===== config.mk =====
export PLATFORM = sky130hd
export DESIGN_NAME = integer_to_roman_numeral_core
export DESIGN_NICKNAME = d
export VERILOG_FILES = /design/src/hw/rtl/irn_pkg.sv /design/src/hw/rtl/irn_seq.sv /design/src/hw/rtl/irn_datapath.sv /design/src/hw/rtl/integer_to_roman_numeral_core.sv
export SDC_FILE = /design/constraint.sdc
export NUM_CORES = 1
export LEC_CHECK = 0
export BUFFER_PORTS_ARGS = -buffer_cell sky130_fd_sc_hd__buf_4
export CAP_MARGIN = 20
export CORE_MARGIN = 2
export CORE_UTILIZATION = 45
export CTS_CLUSTER_DIAMETER = 150
export CTS_CLUSTER_SIZE = 24
export DETAILED_ROUTE_END_ITERATION = 10
export PLACE_DENSITY = 0.69
export REMOVE_ABC_BUFFERS = 1
export SLEW_MARGIN = 40
export SYNTH_ARGS = -nofsm -noshare
export SYNTH_HDL_FRONTEND = slang
export SYNTH_SLANG_ARGS = --single-unit

===== constraint.sdc =====
create_clock -name clk -period 4.2 [get_ports clk]
set_input_delay 0.42 -clock clk [delete_from_list [all_inputs] [get_ports clk]]
set_output_delay 0.42 -clock clk [all_outputs]
set_load 0.005 [all_outputs]

===== src/hw/rtl/irn_pkg.sv =====
`timescale 1ns / 1ps

package irn_pkg;

  localparam int NUM_W = 12;
  localparam int CHAR_W = 7;
  localparam int PC_W = 5;
  localparam logic [NUM_W-1:0] NUM_MAX = 12'd3999;
  localparam logic [CHAR_W-1:0] CH_NL = 7'd10;

  // micro-op codes
  localparam logic [1:0] OP_SUB  = 2'd0;  // rem >= value: emit ch, subtract, go hit; else go miss
  localparam logic [1:0] OP_EMIT = 2'd1;  // emit ch, go hit
  localparam logic [1:0] OP_END  = 2'd2;  // emit newline with last, go idle

  localparam logic [PC_W-1:0] PC_START = 5'd0;

  typedef struct packed {
    logic [1:0]        op;
    logic [NUM_W-1:0]  value;
    logic [CHAR_W-1:0] ch;
    logic [PC_W-1:0]   hit;
    logic [PC_W-1:0]   miss;
  } uword_t;

  // sequencer -> datapath
  typedef struct packed {
    logic              load;
    logic              emit;
    logic              sub;
    logic [NUM_W-1:0]  value;
    logic [CHAR_W-1:0] ch;
    logic              last;
  } ctl_t;

  // datapath -> sequencer
  typedef struct packed {
    logic ge;
    logic can_emit;
  } sts_t;

  function automatic uword_t mk(input logic [1:0] op, input int value, input byte ch,
                                input int hit, input int miss);
    uword_t w;
    w.op    = op;
    w.value = value[NUM_W-1:0];
    w.ch    = ch[CHAR_W-1:0];
    w.hit   = hit[PC_W-1:0];
    w.miss  = miss[PC_W-1:0];
    return w;
  endfunction

  // Greedy numeral program: each symbol value is subtracted while it fits.
  // Subtractive pairs put their second letter in a following EMIT step.
  function automatic uword_t ucode(input logic [PC_W-1:0] addr);
    uword_t w;
    case (addr)
      5'd0:    w = mk(OP_SUB,  1000, "M", 0, 1);
      5'd1:    w = mk(OP_SUB,  900,  "C", 2, 3);
      5'd2:    w = mk(OP_EMIT, 0,    "M", 3, 3);
      5'd3:    w = mk(OP_SUB,  500,  "D", 4, 4);
      5'd4:    w = mk(OP_SUB,  400,  "C", 5, 6);
      5'd5:    w = mk(OP_EMIT, 0,    "D", 6, 6);
      5'd6:    w = mk(OP_SUB,  100,  "C", 6, 7);
      5'd7:    w = mk(OP_SUB,  90,   "X", 8, 9);
      5'd8:    w = mk(OP_EMIT, 0,    "C", 9, 9);
      5'd9:    w = mk(OP_SUB,  50,   "L", 10, 10);
      5'd10:   w = mk(OP_SUB,  40,   "X", 11, 12);
      5'd11:   w = mk(OP_EMIT, 0,    "L", 12, 12);
      5'd12:   w = mk(OP_SUB,  10,   "X", 12, 13);
      5'd13:   w = mk(OP_SUB,  9,    "I", 14, 15);
      5'd14:   w = mk(OP_EMIT, 0,    "X", 15, 15);
      5'd15:   w = mk(OP_SUB,  5,    "V", 16, 16);
      5'd16:   w = mk(OP_SUB,  4,    "I", 17, 18);
      5'd17:   w = mk(OP_EMIT, 0,    "V", 18, 18);
      5'd18:   w = mk(OP_SUB,  1,    "I", 18, 19);
      default: w = mk(OP_END,  0,    8'd10, 0, 0);
    endcase
    return w;
  endfunction

endpackage


===== src/hw/rtl/irn_seq.sv =====
`timescale 1ns / 1ps

module irn_seq
  import irn_pkg::*;
(
  input  logic clk,
  input  logic rst,
  input  logic in_valid,
  output logic in_ready,
  input  sts_t sts,
  output ctl_t ctl
);

  logic            busy, busy_next;
  logic [PC_W-1:0] pc, pc_next;
  uword_t          uw;

  assign uw = ucode(pc);
  assign in_ready = !busy;

  always_comb begin
    ctl       = '0;
    ctl.value = uw.value;
    ctl.ch    = (uw.op == OP_END) ? CH_NL : uw.ch;
    ctl.last  = (uw.op == OP_END);
    pc_next   = pc;
    busy_next = busy;
    if (!busy) begin
      if (in_valid) begin
        ctl.load  = 1'b1;
        busy_next = 1'b1;
        pc_next   = PC_START;
      end
    end else begin
      case (uw.op)
        OP_SUB: begin
          if (sts.ge) begin
            if (sts.can_emit) begin
              ctl.emit = 1'b1;
              ctl.sub  = 1'b1;
              pc_next  = uw.hit;
            end
          end else begin
            pc_next = uw.miss;
          end
        end
        OP_EMIT: begin
          if (sts.can_emit) begin
            ctl.emit = 1'b1;
            pc_next  = uw.hit;
          end
        end
        OP_END: begin
          if (sts.can_emit) begin
            ctl.emit  = 1'b1;
            busy_next = 1'b0;
          end
        end
        default: begin
          busy_next = 1'b0;
        end
      endcase
    end
  end

  always_ff @(posedge clk) begin
    if (rst) begin
      busy <= 1'b0;
      pc   <= PC_START;
    end else begin
      busy <= busy_next;
      pc   <= pc_next;
    end
  end

endmodule


===== src/hw/rtl/irn_datapath.sv =====
`timescale 1ns / 1ps

module irn_datapath
  import irn_pkg::*;
(
  input  logic              clk,
  input  logic              rst,
  input  logic [NUM_W-1:0]  number,
  input  ctl_t              ctl,
  output sts_t              sts,
  output logic              out_valid,
  input  logic              out_ready,
  output logic [CHAR_W-1:0] character,
  output logic              last
);

  logic [NUM_W-1:0] rem;

  assign sts.ge       = (rem >= ctl.value);
  assign sts.can_emit = !out_valid || out_ready;

  always_ff @(posedge clk) begin
    if (ctl.load) begin
      rem <= (number > NUM_MAX) ? NUM_MAX : number;
    end else if (ctl.sub) begin
      rem <= rem - ctl.value;
    end
  end

  always_ff @(posedge clk) begin
    if (rst) begin
      out_valid <= 1'b0;
    end else if (ctl.emit) begin
      out_valid <= 1'b1;
    end else if (out_ready) begin
      out_valid <= 1'b0;
    end
  end

  always_ff @(posedge clk) begin
    if (ctl.emit) begin
      character <= ctl.ch;
      last      <= ctl.last;
    end
  end

endmodule


===== src/hw/rtl/integer_to_roman_numeral_core.sv =====
`timescale 1ns / 1ps
// Integer to Roman numeral converter.
// Input channel (in_valid/in_ready, number): one 12-bit unsigned value per
// transaction; values above 3999 are treated as 3999.
// Output channel (out_valid/out_ready, character, last): the numeral as a
// run of 7-bit ASCII letters, one per transaction, closed by a newline
// (10) with last set. Zero yields only the newline.
// A microcoded sequencer walks a 20-step program of symbol values
// (1000, 900, 500, ... 1); each step either emits a letter and subtracts,
// or moves on; the M, C, X and I steps repeat while their value still fits.
// Input is loaded first, then the steps run in order; each letter is
// registered in the output register by the step that emits it.
// in_ready is high only while no conversion is running; the next number is
// taken in the cycle after the newline enters the output register.
// When the receiver stalls, the output register holds its letter and the
// sequencer waits at the next step that has a letter to emit.
// Reset (rst, synchronous) empties the output register and idles the
// sequencer.

module integer_to_roman_numeral_core
  import irn_pkg::*;
(
  input  logic              clk,
  input  logic              rst,
  input  logic              in_valid,
  output logic              in_ready,
  input  logic [NUM_W-1:0]  number,
  output logic              out_valid,
  input  logic              out_ready,
  output logic [CHAR_W-1:0] character,
  output logic              last
);

  ctl_t ctl;
  sts_t sts;

  irn_seq u_seq (
    .clk      (clk),
    .rst      (rst),
    .in_valid (in_valid),
    .in_ready (in_ready),
    .sts      (sts),
    .ctl      (ctl)
  );

  irn_datapath u_dp (
    .clk       (clk),
    .rst       (rst),
    .number    (number),
    .ctl       (ctl),
    .sts       (sts),
    .out_valid (out_valid),
    .out_ready (out_ready),
    .character (character),
    .last      (last)
  );

endmodule


# Word level (Yosys, flattened, before mapping)

Memory sizes are Yosys's and may differ from the RTL's. A register that Yosys moved wholly into a read port is not among the register bits.
Index checks and enable logic that the tools add are counted.

Eq/ne operators: 3
$lt $le $gt $ge: 2
Bitwise logic cells: 0
Multipliers: 0
Mux-type cells: 23
Div/mod/pow operators: 0
Shifts and indexed selects: 0
Add/sub/neg operators: 1
Reductions and logical operators: 10

Operators with widths:

| operator                                              | number |
|---|---|
| two-way mux 12 bit                                    | 3 |
| two-way mux 5 bit                                     | 6 |
| greater-or-equal comparator 12 bit                    | 1 |
| greater-than comparator 12 bit, second input constant | 1 |
| subtractor 12 bit                                     | 1 |
| case mux 5 bit (2 select lines)                       | 1 |
| two-way mux 1 bit                                     | 8 |
| two-way mux 2 bit                                     | 3 |
| nonzero test 2 bit                                    | 3 |
| case mux 1 bit (2 select lines)                       | 2 |
| OR reduction 2 bit                                    | 2 |
| inequality test 3 bit, second input constant          | 1 |
| == test 2 x 1 -> 1 bit, second input constant         | 1 |
| == test 2 bit, second input constant                  | 1 |
| zero test 1 bit                                       | 2 |
| zero test 2 bit                                       | 1 |
| AND reduction 2 bit                                   | 1 |
| logical OR 1 bit                                      | 1 |

Bits in registers: 27
Latch bits: 0
Output and inout bits: 10
Memory bits (writable): 0
Input port bits: 16
Memories: 1
Word-level logic and storage cells: 46
ROM bits: 896

Memories:

| name             | words | bits a word | read ports | clocked after Yosys merged registers in | wr ports | RTL line      | source |
|---|---|---|---|---|---|---|---|
| (name not given) | 32    | 28          | 1          | 1                                       | 0        | irn_pkg.sv:57 | `case (addr)` |

# Logic depth before layout (Yosys ltp)

Gate-level depths: netlist of run 1.

Word-level depth: 8
Depth in mapped cells: 16

# By module

Synthesis of run 1 repeated with hierarchy kept, for this count alone.

Cell total of the unflattened synthesis: 365
Area total of the unflattened synthesis: 3,345.7 um^2

Modules (own cells, without submodules):

| module       | times used | cells each | area an instance (um^2) | seq. area each (um^2) |
|---|---|---|---|---|
| irn_seq      | 1          | 226        | 1,980.6                 | 620.6 |
| irn_datapath | 1          | 139        | 1,365.1                 | 620.6 |

# Least setup slack after synthesis of run 1

OpenSTA, ideal clock, no wires.

Kind: reg2reg
Start point: reg u_dp.rem[7]
End point: reg, netlist name u_seq.uw[0]
Data arrival time: 3,318 ps
Period minus slack after synthesis: 3,392 ps
Slack: 808 ps
Cell stages (with the launch flop): 16
Setup time: 74 ps
Path through: edfxtp_1 -> ha_1 -> buf_6 -> a211oi_2 -> nor2_1 -> or3_1 -> clkbuf_1 -> or3_1 -> a31oi_1 -> nor2_1 -> inv_1 -> ha_1 -> inv_1 -> o311a_1 -> o32a_1 -> o21ai_0

Cells in the longest elaborated chain, start to end: 6

RTL lines:

| what                                     | RTL line           | source |
|---|---|---|
| start: declaration                       | irn_datapath.sv:17 | `logic [NUM_W-1:0] rem;` |
| start signal: assignment                 | irn_datapath.sv:24 | `rem <= (number > NUM_MAX) ? NUM_MAX : number;` |
| start signal: assignment                 | irn_datapath.sv:26 | `rem <= rem - ctl.value;` |
| greater-or-equal comparator 12 bit       | irn_datapath.sv:19 | `assign sts.ge = (rem >= ctl.value);` |
| two-way mux 5 bit                        | irn_seq.sv:37      | `if (sts.ge) begin` |
| case mux 5 bit (2 select lines)          | irn_seq.sv:35      | `case (uw.op)` |
| two-way mux 5 bit                        | irn_seq.sv:28      | `if (!busy) begin` |
| two-way mux 5 bit (no line) (2 in a row) | -                  |  |

Every way passes these cells.
A chain may end at the register's enable or synchronous reset.

# Final worst setup path of run 1

Start point: reg u_dp.rem[0]
End point: reg, netlist name u_seq.uw[0]

Cells in the longest elaborated chain, start to end: 6

RTL lines:

| what                                     | RTL line |
|---|---|
| greater-or-equal comparator 12 bit       | irn_datapath.sv:19 |
| two-way mux 5 bit                        | irn_seq.sv:37 |
| case mux 5 bit (2 select lines)          | irn_seq.sv:35 |
| two-way mux 5 bit                        | irn_seq.sv:28 |
| two-way mux 5 bit (no line) (2 in a row) | - |

Every way passes these cells.

==> results by group, run 1 <==
Detailed routing
  – First-iteration detailed-routing DRC count: 153
  – DR vias: around 2700
  – Wire length per cell: approximately 16 um
  – Antenna-violating nets left: 0
  – Drt drc: 0
  – TritonRoute pass-1 iters: 4
  – Routed WL: around 7300 um
  – Vias per inst: ~6

Clocking
  – Post-CTS sizing: 0
  – Setup repair bufs after CTS: 0
  – Htree depth: 2
  – Root Buffer: clkbuf_8
  – Cts bufs inserted: 5
  – Clock Sinks: 51
  – Hold_buf cts: 0
  – CTS clk-pin slew, worst paths: ~100 ps
  – Clk Latency, worst-skew pair: approximately 300 ps
  – Clock tree from TritonCTS: done
  – CTS Buffer Depth: 2

Die
  – # IOs: 26
  – Core area: roughly 0.0067 mm2
  – Die X: between 80 and 90 um
  – Die footprint: approximately 0.0076 mm2
  – Initial core utilization: 0.461
  – Die height: around 87 um
  – FP Rows: 30

Worst hold path
  – Hold WC Path Type: in -> reg
  – Min-Delay Startpoint: number[11]

Power
  – Max IR drop VDD: around 0.17 mV
  – Pwr Density: roughly 580 mW/mm2
  – P_leak: ~1.5 nW

Setup path
  – Critical Path AT: slightly above 4000 ps
  – CP startpoint: u_dp.rem[0]
  – Worst setup SP type: flop
  – Worst Path Required: 4430 ps
  – Worst Path Max Fanout: 11
  – Worst reg2reg path startpoint: u_dp.rem[0]
  – Crit end category: flop
  – Crit path kind: reg -> reg

Global route
  – Vias in the first global route: around 2600
  – Met3 global-route usage: 0.0303
  – Initial antenna violation count: 0
  – Largest net degree at the start of global routing: 23
  – First-pass GRT wire length: ~12000 um
  – Met1 usage: 0.285
  – Global routing's busiest layer: met2
  – GRT Util Overall: 0.207
  – Total congestion overflow: 0
  – M2 GR Usage: 0.330

Yosys
  – Top post-synthesis cells by area: dfxtp_1 (21%), edfxtp_1 (18%), ha_1 (8.5%), a21oi_1 (3.9%), nor2_1 (3.9%)
  – Cell variety after synth: just under 70
  – Register area share after synthesis: 0.391
  – Cells after Synth: roughly 340
  – Synth area leader: dfxtp_1
  – Post-synth EDFFs: 19
  – Synthesized flop and latch total: 51
  – Netlist Area Pre-Place: roughly 0.0031 mm2
  – Mapped Avg Cell Area: 9.06 um2
  – Synth top area share: 0.207
  – Most used flip-flop cell after synthesis: dfxtp_1
  – Yosys warning count: 0
  – Fraction of registers with async set/reset: 0

STA
  – Total Neg Setup Slack: 0 ps
  – Least-Margin Pin Slew: 666 ps
  – F_max: around 0.26 GHz
  – Clock period minus worst slack: 3830 ps
  – Post-Route Skew: 9.49 ps
  – Final Hold Vio Count: 0
  – Slew Limit Headroom: 0.555
  – RSZ-0062 raised after global routing: no
  – Setup violations, final: 0
  – Tcrit/Tclk final: 0.911
  – Fin. max-slew vios: 0

Final layout
  – Layout cell share with drive strength beyond 1: 0.150
  – Area grow syn2layout: 12.0%
  – N_diodes: 0
  – Layout Utilization: 0.517
  – Final nets: 404

Job
  – Max cap viols: 0

Placement
  – Detail Placement HPWL: 5360 um
  – Port-buffer cells: 24
  – Gpl congestion: approximately 0.95

Outcome
  – Outcome: complete, no violations
-- path summary, 6_finish.rpt --
| path | end | depth (start not counted) | slack [ps] |
|---|---|---|---|
| setup / recovery | u_seq.uw[0] | 15 | 370 |
| hold / removal | u_dp.rem[11] | 3 | 400 |
| setup reg to reg | u_seq.uw[0] | 15 | 370 |
| hold reg to reg | u_dp.character[3] | 1 | 480 |
-- cells by family after synthesis --
group / count (synthesis) / share of synthesized area
AND/OR/NAND/NOR: 112 / 0.186
AO/OA/AOI/OAI: 99 / 0.218
flip-flops: 51 / 0.391
buffers and inverters: 38 / 0.0509
adder cells (fa/ha/maj): 22 / 0.0913
multiplexers: 10 / 0.0355
XOR/XNOR: 9 / 0.0254
other: 1 / 0.00121
-- cell usage after synthesis (all sizes together) (6+ instances only) --
master	number
buf	7
nand2	20
edfxtp	19
inv	23
nor3	7
nand2b	7
mux2i	8
clkbuf	8
ha	21
dfxtp	32
nor2b	9
nand3	11
a21oi	25
nor2	32
o21ai	24
xnor2	7
or3	6
-- state kept, by name, summed over array words and instances (netlist names) --
register        count
u_seq.pc            5
u_dp.last           1
u_seq.uw           25
u_dp.rem           12
u_seq.busy          1
u_dp.character      6
u_dp.out_valid      1
-- critical path: stages, from the launching register on --
cell and delay, ps:
edfxtp_1 340, inv_1 40, ha_1 190, fa_1 400, nand2b_1 160, a21oi_1 260
o21a_1 400, o21ai_0 150, a31oi_1 400, nor2_1 190, inv_1 170, ha_1 280
inv_1 90, o311a_1 340, o32a_1 280, o21ai_0 70
-- placed cells by master (no fill, tap or decap), types with 2 or more instances in the layout --
cell / instances
nor2_1: 32
buf_4: 32
dfxtp_1: 32
a21oi_1: 24
inv_1: 23
ha_1: 21
nand2_1: 20
o21ai_0: 19
edfxtp_1: 19
nand3_1: 11
nor2b_1: 9
nand2b_1: 7
mux2i_1: 7
xnor2_1: 7
nor3_1: 6
or3_1: 6
o21ai_1: 5
a31oi_1: 5
a21o_1: 5
clkbuf_8: 5
nor4_1: 4
nand4_1: 3
and3_1: 3
nand4b_1: 3
or2_2: 3
and4_1: 2
o21a_1: 2
a211oi_2: 2
o31a_1: 2
o21bai_1: 2
a22o_1: 2
o211ai_1: 2
a211o_1: 2
a32oi_1: 2
a211oi_1: 2
xor2_1: 2
o22ai_1: 2
o31ai_1: 2
-- through the flow --
| step | hold slack (ps) | instance area [um2] | worst slack, ps | std cells | total power [mW] |
|---|---|---|---|---|---|
| final | 402 | 3470 | 374 | 447 | 2.00 |
| after global placement | 466 | 3370 | 598 | 439 | 1.66 |
| after floorplan | 464 | 3030 | 877 | 327 | 1.44 |
| after global routing | 407 | 3470 | 55.2 | 447 | 2.16 |
| after detailed placement | 477 | 3370 | 445 | 439 | 1.68 |
| after CTS | 393 | 3470 | 400 | 447 | 2.00 |
-- area by class of cell --
cell class | count | area [um2]
Clock buffer | 7 | 97.6
Fill cell | 619 | 3250
Tap cell | 80 | 100
Clock inverter | 1 | 6.26
Sequential cell | 51 | 1210
Inverter | 23 | 86.3
Multi-Input combinational cell | 253 | 1730
Timing Repair Buffer | 32 | 240
-- power breakdown --
| part | internal [mW] | switching, mW |
|---|---|---|
| combinational | 0.412 | 0.542 |
| clock | 0.155 | 0.164 |
| sequential | 0.678 | 0.0464 |
-- routing by layer --
metal / part of all wire / vias up
met3: 0.050 / 12
li1: - / 1290
met1: 0.46 / 1290
met4: 0.018 / 0
met2: 0.47 / 103
met5: 0 / -
Power figures use the tool's default switching activity.
==> run 2: changes to the inputs <==
--- a/config.mk
+++ b/config.mk
@@ -17,4 +17,5 @@
 export SLEW_MARGIN = 40
 export SYNTH_ARGS = -nofsm -noshare
 export SYNTH_HDL_FRONTEND = slang
+export SYNTH_HIERARCHICAL = 1
 export SYNTH_SLANG_ARGS = --single-unit
==> results by group, run 2 <==
Clocking
  – Cts bufs inserted: 5
  – Clock Sinks: 52
  – CTS clk-pin slew, worst paths: roughly 100 ps
  – Htree depth: 2
  – Clk Latency, worst-skew pair: between 300 and 400 ps
  – Root Buffer: clkbuf_8
  – Clock tree from TritonCTS: done
  – CTS Buffer Depth: 2

STA
  – Setup violations, final: 0
  – Post-Route Skew: approximately 7.5 ps
  – Tcrit/Tclk final: 0.953
  – F_max: between 0.2 and 0.25 GHz
  – Final Hold Vio Count: 0
  – Least-Margin Pin Slew: 614 ps
  – RSZ-0062 raised after global routing: no
  – Slew Limit Headroom: 0.579
  – Worst hold slack: a little under 400 ps
  – Fin. max-slew vios: 0
  – Total Neg Setup Slack: 0 ps
  – Clock period minus worst slack: 4000 ps

Final layout
  – Post-route cell area: roughly 0.0037 mm2
  – Register area: approximately 0.0012 mm2
  – N_diodes: 0
  – Area grow syn2layout: 11.1%
  – Layout cell share with drive strength beyond 1: 0.210
  – Most frequent cells in the layout: buf_4 (39), nand2_1 (34), dfxtp_1 (32), nor2_1 (28), inv_1 (24)
  – Fin cells: between 400 and 500
  – Fillers: 704
  – Multi-input gate area: ~0.0018 mm2
  – Most common cell after layout, fill and taps aside: buf_4
  – Final nets: approximately 420
  – Max reg flops: 25

Global route
  – Largest net degree at the start of global routing: 20
  – Initial antenna violation count: 0
  – GRT Util Overall: 0.193
  – Vias in the first global route: around 2500
  – Total congestion overflow: 0
  – First-pass GRT wire length: roughly 13000 um

Die
  – FP Rows: 31
  – Die footprint: around 0.008 mm2
  – Die height: 90.2 um
  – # IOs: 26
  – Initial core utilization: 0.464
  – Die X: around 90 um
  – Core area: 0.00721 mm2

Placement
  – Port-buffer cells: 25
  – Placed inst area: approximately 0.0036 mm2
  – Detail Placement HPWL: between 5000 and 6000 um
  – Gpl congestion: between 0.9 and 1
  – Cell count after placement: 475

Worst hold path
  – Min-Delay Startpoint: number[1]
  – WHS Endpoint: u_dp/rem[1]
  – Hold path depth: 2
  – Hold WC Path Type: in -> reg

Yosys
  – Fraction of registers with async set/reset: 0
  – Synthesized flop and latch total: 52
  – Most used flip-flop cell after synthesis: dfxtp_1
  – Cells after Synth: approximately 370
  – Post-synth top cells: nand2_1 (34), dfxtp_1 (32), nor2_1 (29), inv_1 (25), ha_1 (23)
  – Mapped Avg Cell Area: between 9 and 10 um2
  – Synth top area share: 0.191
  – Most numerous cell in the Yosys netlist: nand2_1
  – Netlist Area Pre-Place: 0.00335 mm2
  – Cell variety after synth: 72
  – Register area share after synthesis: 0.371
  – Post-synth EDFFs: 20
  – Yosys warning count: 6
  – Synth area leader: dfxtp_1
  – Top post-synthesis cells by area: dfxtp_1 (19%), edfxtp_1 (18%), ha_1 (8.6%), nand2_1 (3.8%), buf_4 (3.4%)

Detailed routing
  – DR vias: between 2000 and 3000
  – TritonRoute pass-1 iters: 5
  – Routed WL: about 7700 um
  – Uppermost layer routed: met4
  – First-iteration detailed-routing DRC count: around 180
  – Met3 Wirelength: between 300 and 400 um
  – Vias per inst: about 5.6
  – WL met2: approximately 3700 um
  – Wire length on met1: 3610 um
  – Antenna-violating nets left: 0
  – Wire length per cell: between 15 and 20 um
  – Drt drc: 0

Setup path
  – Worst reg2reg path startpoint: u_dp/rem[0]
  – Worst Path Max Fanout: 8
  – Crit end category: flop
  – Reg2reg end: u_seq/uw[13]
  – Worst setup SP type: flop
  – Worst Path Required: 4420 ps
  – Critical Path AT: between 4000 and 5000 ps
  – Reg-to-reg setup timing slack: approximately 200 ps
  – Worst Reg2Reg Path Length in Cells: 19
  – Crit path kind: reg -> reg

Power
  – Pwr Density: between 500 and 600 mW/mm2
  – Max IR drop VDD: slightly below 0.2 mV
  – Tot Pwr: roughly 1.9 mW
  – P_leak: roughly 1.5 nW

Job
  – Max cap viols: 0

Outcome
  – Outcome: complete, no violations
run 2: cell types whose count changed in the layout (fill, tap and decap cells not counted), moves of 4 or more:
cell      previous run  this run
xnor2_1              7         2
nor2_1              32        28
nand3_1             11        15
nand2_1             20        34
o21ai_0             19        10
a21oi_1             24        20
xor2_1               2         7
a21o_1               5         1
a211oi_1             2         6
buf_4               32        39
run 2: worst max-delay path, cell delays in order (launching register included):
cell      delay [ps]
edfxtp_1         370
inv_1             60
ha_1             160
inv_1             70
fa_1             410
a21o_1           190
a311o_1          320
a21boi_2         190
nand3_1          110
a31o_4           290
or2_4            280
a211oi_1         220
a21oi_1          100
nor2_2           280
inv_2            110
ha_1             200
nand4_1          100
o22a_1           140
a311oi_1          40
a311oi_1         240
run 2: timing repair:
action                                  4_1_cts  5_1_grt
setup buffers                                 0        1
endpoints found under the setup margin        0       17
resized for setup                             0       10
hold buffers                                  0        0
run 2: cells by family after synthesis:
logic type | Yosys count | share of synthesized area
AND/OR/NAND/NOR | 126 | 0.193
AO/OA/AOI/OAI | 88 | 0.202
buffers and inverters | 57 | 0.0920
flip-flops | 52 | 0.371
adder cells (fa/ha/maj) | 24 | 0.0920
XOR/XNOR | 9 | 0.0236
multiplexers | 8 | 0.0258
other | 1 | 0.00112
run 2: how the worst max path moves through the flow:
stage          cells past startpoint      endpoint  slack [ps]   startpoint
4_1_cts                           17  u_seq/uw[13]           4  u_dp/rem[0]
5_1_grt                           19  u_seq/uw[13]           5  u_dp/rem[0]
3_5_place_dp                      17  u_seq/uw[13]          70  u_dp/rem[0]
3_3_place_gp                      17  u_seq/uw[20]         190  u_dp/rem[0]
6_report                          19  u_seq/uw[13]         200  u_dp/rem[0]
2_1_floorplan                     17  u_seq/uw[22]         340  u_dp/rem[0]
run 2: per-layer routing:
| metal | vias up | track usage |
|---|---|---|
| met5 | - | 0 |
| met4 | 0 | 0.0628 |
| met3 | 7 | 0.0319 |
| met2 | 80 | 0.321 |
| met1 | 1291 | 0.256 |
| li1 | 1319 | - |
run 2: cell type report:
| type | count | area share |
|---|---|---|
| well taps | 99 | 0.0333 |
| inverters | 28 | 0.0296 |
| clock buffers | 6 | 0.0252 |
| repair buffers | 39 | 0.0787 |
| flip-flops and latches | 52 | 0.334 |
| multi-input cells | 258 | 0.496 |
| clock inverters | 2 | 0.00336 |
run 2: power by group:
| part | switching [mW] | leakage [nW] | internal [mW] |
|---|---|---|---|
| Sequential | 0.0367 | 0.445 | 0.658 |
| Clock | 0.180 | 0.0523 | 0.153 |
| Combinational | 0.504 | 1.03 | 0.377 |
run 2: per-stage QoR:
step,worst slack (ps),util
5_1_grt,4.61,0.515
3_5_place_dp,66.1,0.494
3_3_place_gp,186,0.494
6_report,199,0.515
2_1_floorplan,344,-
4_1_cts,3.59,0.509
==> run 3: changes to the inputs <==
--- a/config.mk
+++ b/config.mk
@@ -5,6 +5,7 @@
 export SDC_FILE = /design/constraint.sdc
 export NUM_CORES = 1
 export LEC_CHECK = 0
+export ABC_AREA = 1
 export BUFFER_PORTS_ARGS = -buffer_cell sky130_fd_sc_hd__buf_4
 export CAP_MARGIN = 20
 export CORE_MARGIN = 2
==> results by group, run 3 <==
Global route
  – Total congestion overflow: 0
  – First-pass GRT wire length: 12400 um
  – Largest net degree at the start of global routing: 31
  – M2 GR Usage: 0.278
  – GRT Util Overall: 0.186
  – Initial antenna violation count: 0
  – Global routing's busiest layer: met2
  – Met1 usage: 0.271
  – Met3 global-route usage: 0.0310
  – Vias in the first global route: between 2000 and 3000

Final layout
  – Layout cell share with drive strength beyond 1: 0.137
  – Fillers: 720
  – Area grow syn2layout: 9.57%
  – Max reg flops: 25
  – Most frequent cells in the layout: nand2_1 (129), inv_1 (62), nand3_1 (42), nor2_1 (32), dfxtp_1 (32)
  – Final nets: roughly 520
  – Multi-input gate area: 0.00171 mm2
  – Most common cell after layout, fill and taps aside: nand2_1
  – Fin cells: ~580
  – Layout Utilization: 0.507
  – Register area: 0.00124 mm2
  – N_diodes: 0
  – Post-route cell area: ~0.0037 mm2

Yosys
  – Main combinational cell family by area after synthesis: simple AND/OR/NAND/NOR gates
  – Yosys warning count: 6
  – Mux contribution to synthesized area: 0
  – Post-synth top cells: nand2_1 (129), inv_1 (62), nand3_1 (42), dfxtp_1 (32), nor2_1 (32)
  – Synth top area share: 0.192
  – Fraction of registers with async set/reset: 0
  – Cell variety after synth: 38
  – Most used flip-flop cell after synthesis: dfxtp_1
  – Post-Synth XOR/XNOR Area: 0.00525
  – Cells after Synth: ~460
  – Post-synth EDFFs: 20
  – Synth area leader: dfxtp_1
  – Register area share after synthesis: 0.372
  – Most numerous cell in the Yosys netlist: nand2_1
  – Post-synthesis compound-gate area fraction: 0.0810
  – Synthesized flop and latch total: between 50 and 60
  – Synth Area in Adders: 0.0923
  – Mapped Avg Cell Area: about 7.3 um2
  – Top post-synthesis cells by area: dfxtp_1 (19%), edfxtp_1 (18%), nand2_1 (15%), ha_1 (8.6%), inv_1 (7.0%)
  – Netlist Area Pre-Place: between 0.003 and 0.004 mm2
  – Synth Area in Simple Gates: 0.332

Worst hold path
  – Min-Delay Startpoint: rst
  – WHS Endpoint: u_seq/busy
  – Hold path depth: 2
  – Hold WC Path Type: in -> reg

Placement
  – Placed inst area: between 0.003 and 0.004 mm2
  – Cell count after placement: about 570
  – Detail Placement HPWL: between 5000 and 6000 um
  – Port-buffer cells: 25
  – Gpl congestion: between 0.9 and 1

Setup path
  – Reg-to-reg setup timing slack: approximately 430 ps
  – Worst Reg2Reg Path Length in Cells: 23
  – Worst setup SP type: flop
  – Buf/Inv on CP: 4
  – Critical path's largest stage delay: around 440 ps
  – Crit path kind: reg -> reg
  – Most frequent CP cell: nand2_1
  – Worst path top cell family by delay: simple AND/OR/NAND/NOR gates
  – Worst Path Max Fanout: 8
  – Crit end category: flop
  – Worst Path Required: around 4500 ps
  – Worst path slowest cell: fa_1
  – Worst reg2reg path startpoint: u_dp/rem[0]
  – Reg2reg end: u_seq/uw[13]
  – Critical Path AT: a little over 4000 ps
  – Critical-path cell list: inv_1 -> ha_1 -> inv_1 -> fa_1 -> inv_1 -> nor2_2 -> nor2_1 -> or2_1 -> nand2_1 -> nor2_1 -> o21ai_2 -> nor2_1 -> nor2_1 -> o21ai_0 -> nand2_1 -> inv_1 -> ha_1 -> nand3_1 -> nand2_1 -> nand2_1 -> nand2_1 -> nand2_1 -> nand2_1

Clocking
  – CTS clk-pin slew, worst paths: ~100 ps
  – Setup repair bufs after CTS: 0
  – Htree depth: 2
  – Clock Sinks: 52
  – Clock tree from TritonCTS: done
  – Cts bufs inserted: 5
  – CTS Buffer Depth: 2
  – Root Buffer: clkbuf_8
  – Clk Latency, worst-skew pair: 310 ps
  – Hold_buf cts: 0
  – Post-CTS sizing: 0

Die
  – Die X: between 90 and 100 um
  – Die footprint: about 0.008 mm2
  – # IOs: 26
  – Initial core utilization: 0.462
  – Die height: 90.1 um
  – Core area: around 0.0072 mm2
  – FP Rows: 31

Job
  – Max cap viols: 0

STA
  – Setup violations, final: 0
  – Total Neg Setup Slack: 0 ps
  – Least-Margin Pin Slew: a little under 500 ps
  – Clock period minus worst slack: ~3800 ps
  – Slew Limit Headroom: 0.667
  – Post-Route Skew: between 8 and 9 ps
  – F_max: roughly 0.27 GHz
  – Tcrit/Tclk final: 0.898
  – Final Hold Vio Count: 0
  – Fin. max-slew vios: 0
  – RSZ-0062 raised after global routing: no

Power
  – P_leak: 1.84 nW
  – Pwr Density: 480 mW/mm2
  – Max IR drop VDD: between 0.15 and 0.2 mV

Detailed routing
  – Vias per inst: about 4.9
  – TritonRoute pass-1 iters: 7
  – Antenna-violating nets left: 0
  – Wire length per cell: 12.7 um
  – DR vias: approximately 2800
  – First-iteration detailed-routing DRC count: around 180
  – Drt drc: 0
  – Routed WL: around 7300 um

Outcome
  – Outcome: complete, no violations
run 3: cell types whose count changed in the layout (fill, tap and decap cells not counted), moves of 8 or more:
cell     change
buf_4       -12
nand3_1     +27
inv_1       +38
nand2_2     +11
o21ai_0      +8
nand2_1     +95
run 3: logic make-up after synthesis:
kind of cell,count (synthesis)
AND/OR/NAND/NOR,244
flip-flops,52
XOR/XNOR,2
other,1
AO/OA/AOI/OAI,49
adder cells (fa/ha/maj),24
buffers and inverters,86
run 3: report_power, final:
part,internal (mW),switching (mW)
Sequential,0.632,0.0283
Combinational,0.265,0.462
Clock,0.195,0.172
Total,1.09,0.662
run 3: through the flow:
| step | hold slack, ps | power [mW] | worst slack [ps] |
|---|---|---|---|
| after detailed placement | 471 | 1.38 | 491 |
| after global routing | 321 | 1.90 | 28.8 |
| after global placement | 469 | 1.37 | 786 |
| after CTS | 321 | 1.75 | 447 |
| after floorplan | 458 | 1.22 | 1140 |
| final | 330 | 1.75 | 428 |
run 3: how the worst max path moves through the flow:
stage                           start            to  slack (ps)  depth (start not counted)
after floorplan           u_dp/rem[0]  u_seq/uw[13]        1140                         23
after global placement    u_dp/rem[0]  u_seq/uw[14]         790                         19
after detailed placement  u_dp/rem[0]  u_seq/uw[13]         490                         23
after CTS                 u_dp/rem[0]  u_seq/uw[13]         450                         23
after global routing      u_dp/rem[0]  u_seq/uw[10]          30                         22
final                     u_dp/rem[0]  u_seq/uw[13]         430                         23
run 3: final cells by class:
class                           instances  share of cell area
Clock buffer                            6              0.0226
Timing Repair Buffer                   27              0.0555
Inverter                               67              0.0688
Multi-Input combinational cell        322               0.469
Clock inverter                          2              0.0106
Tap cell                               99              0.0339
Sequential cell                        52               0.340
run 3: routing by layer:
layer  vias to the layer above  share of wire
li1                       1486              -
met1                      1244           0.51
met2                        74           0.42
met3                        12          0.043
met4                         0          0.019
met5                         -              0
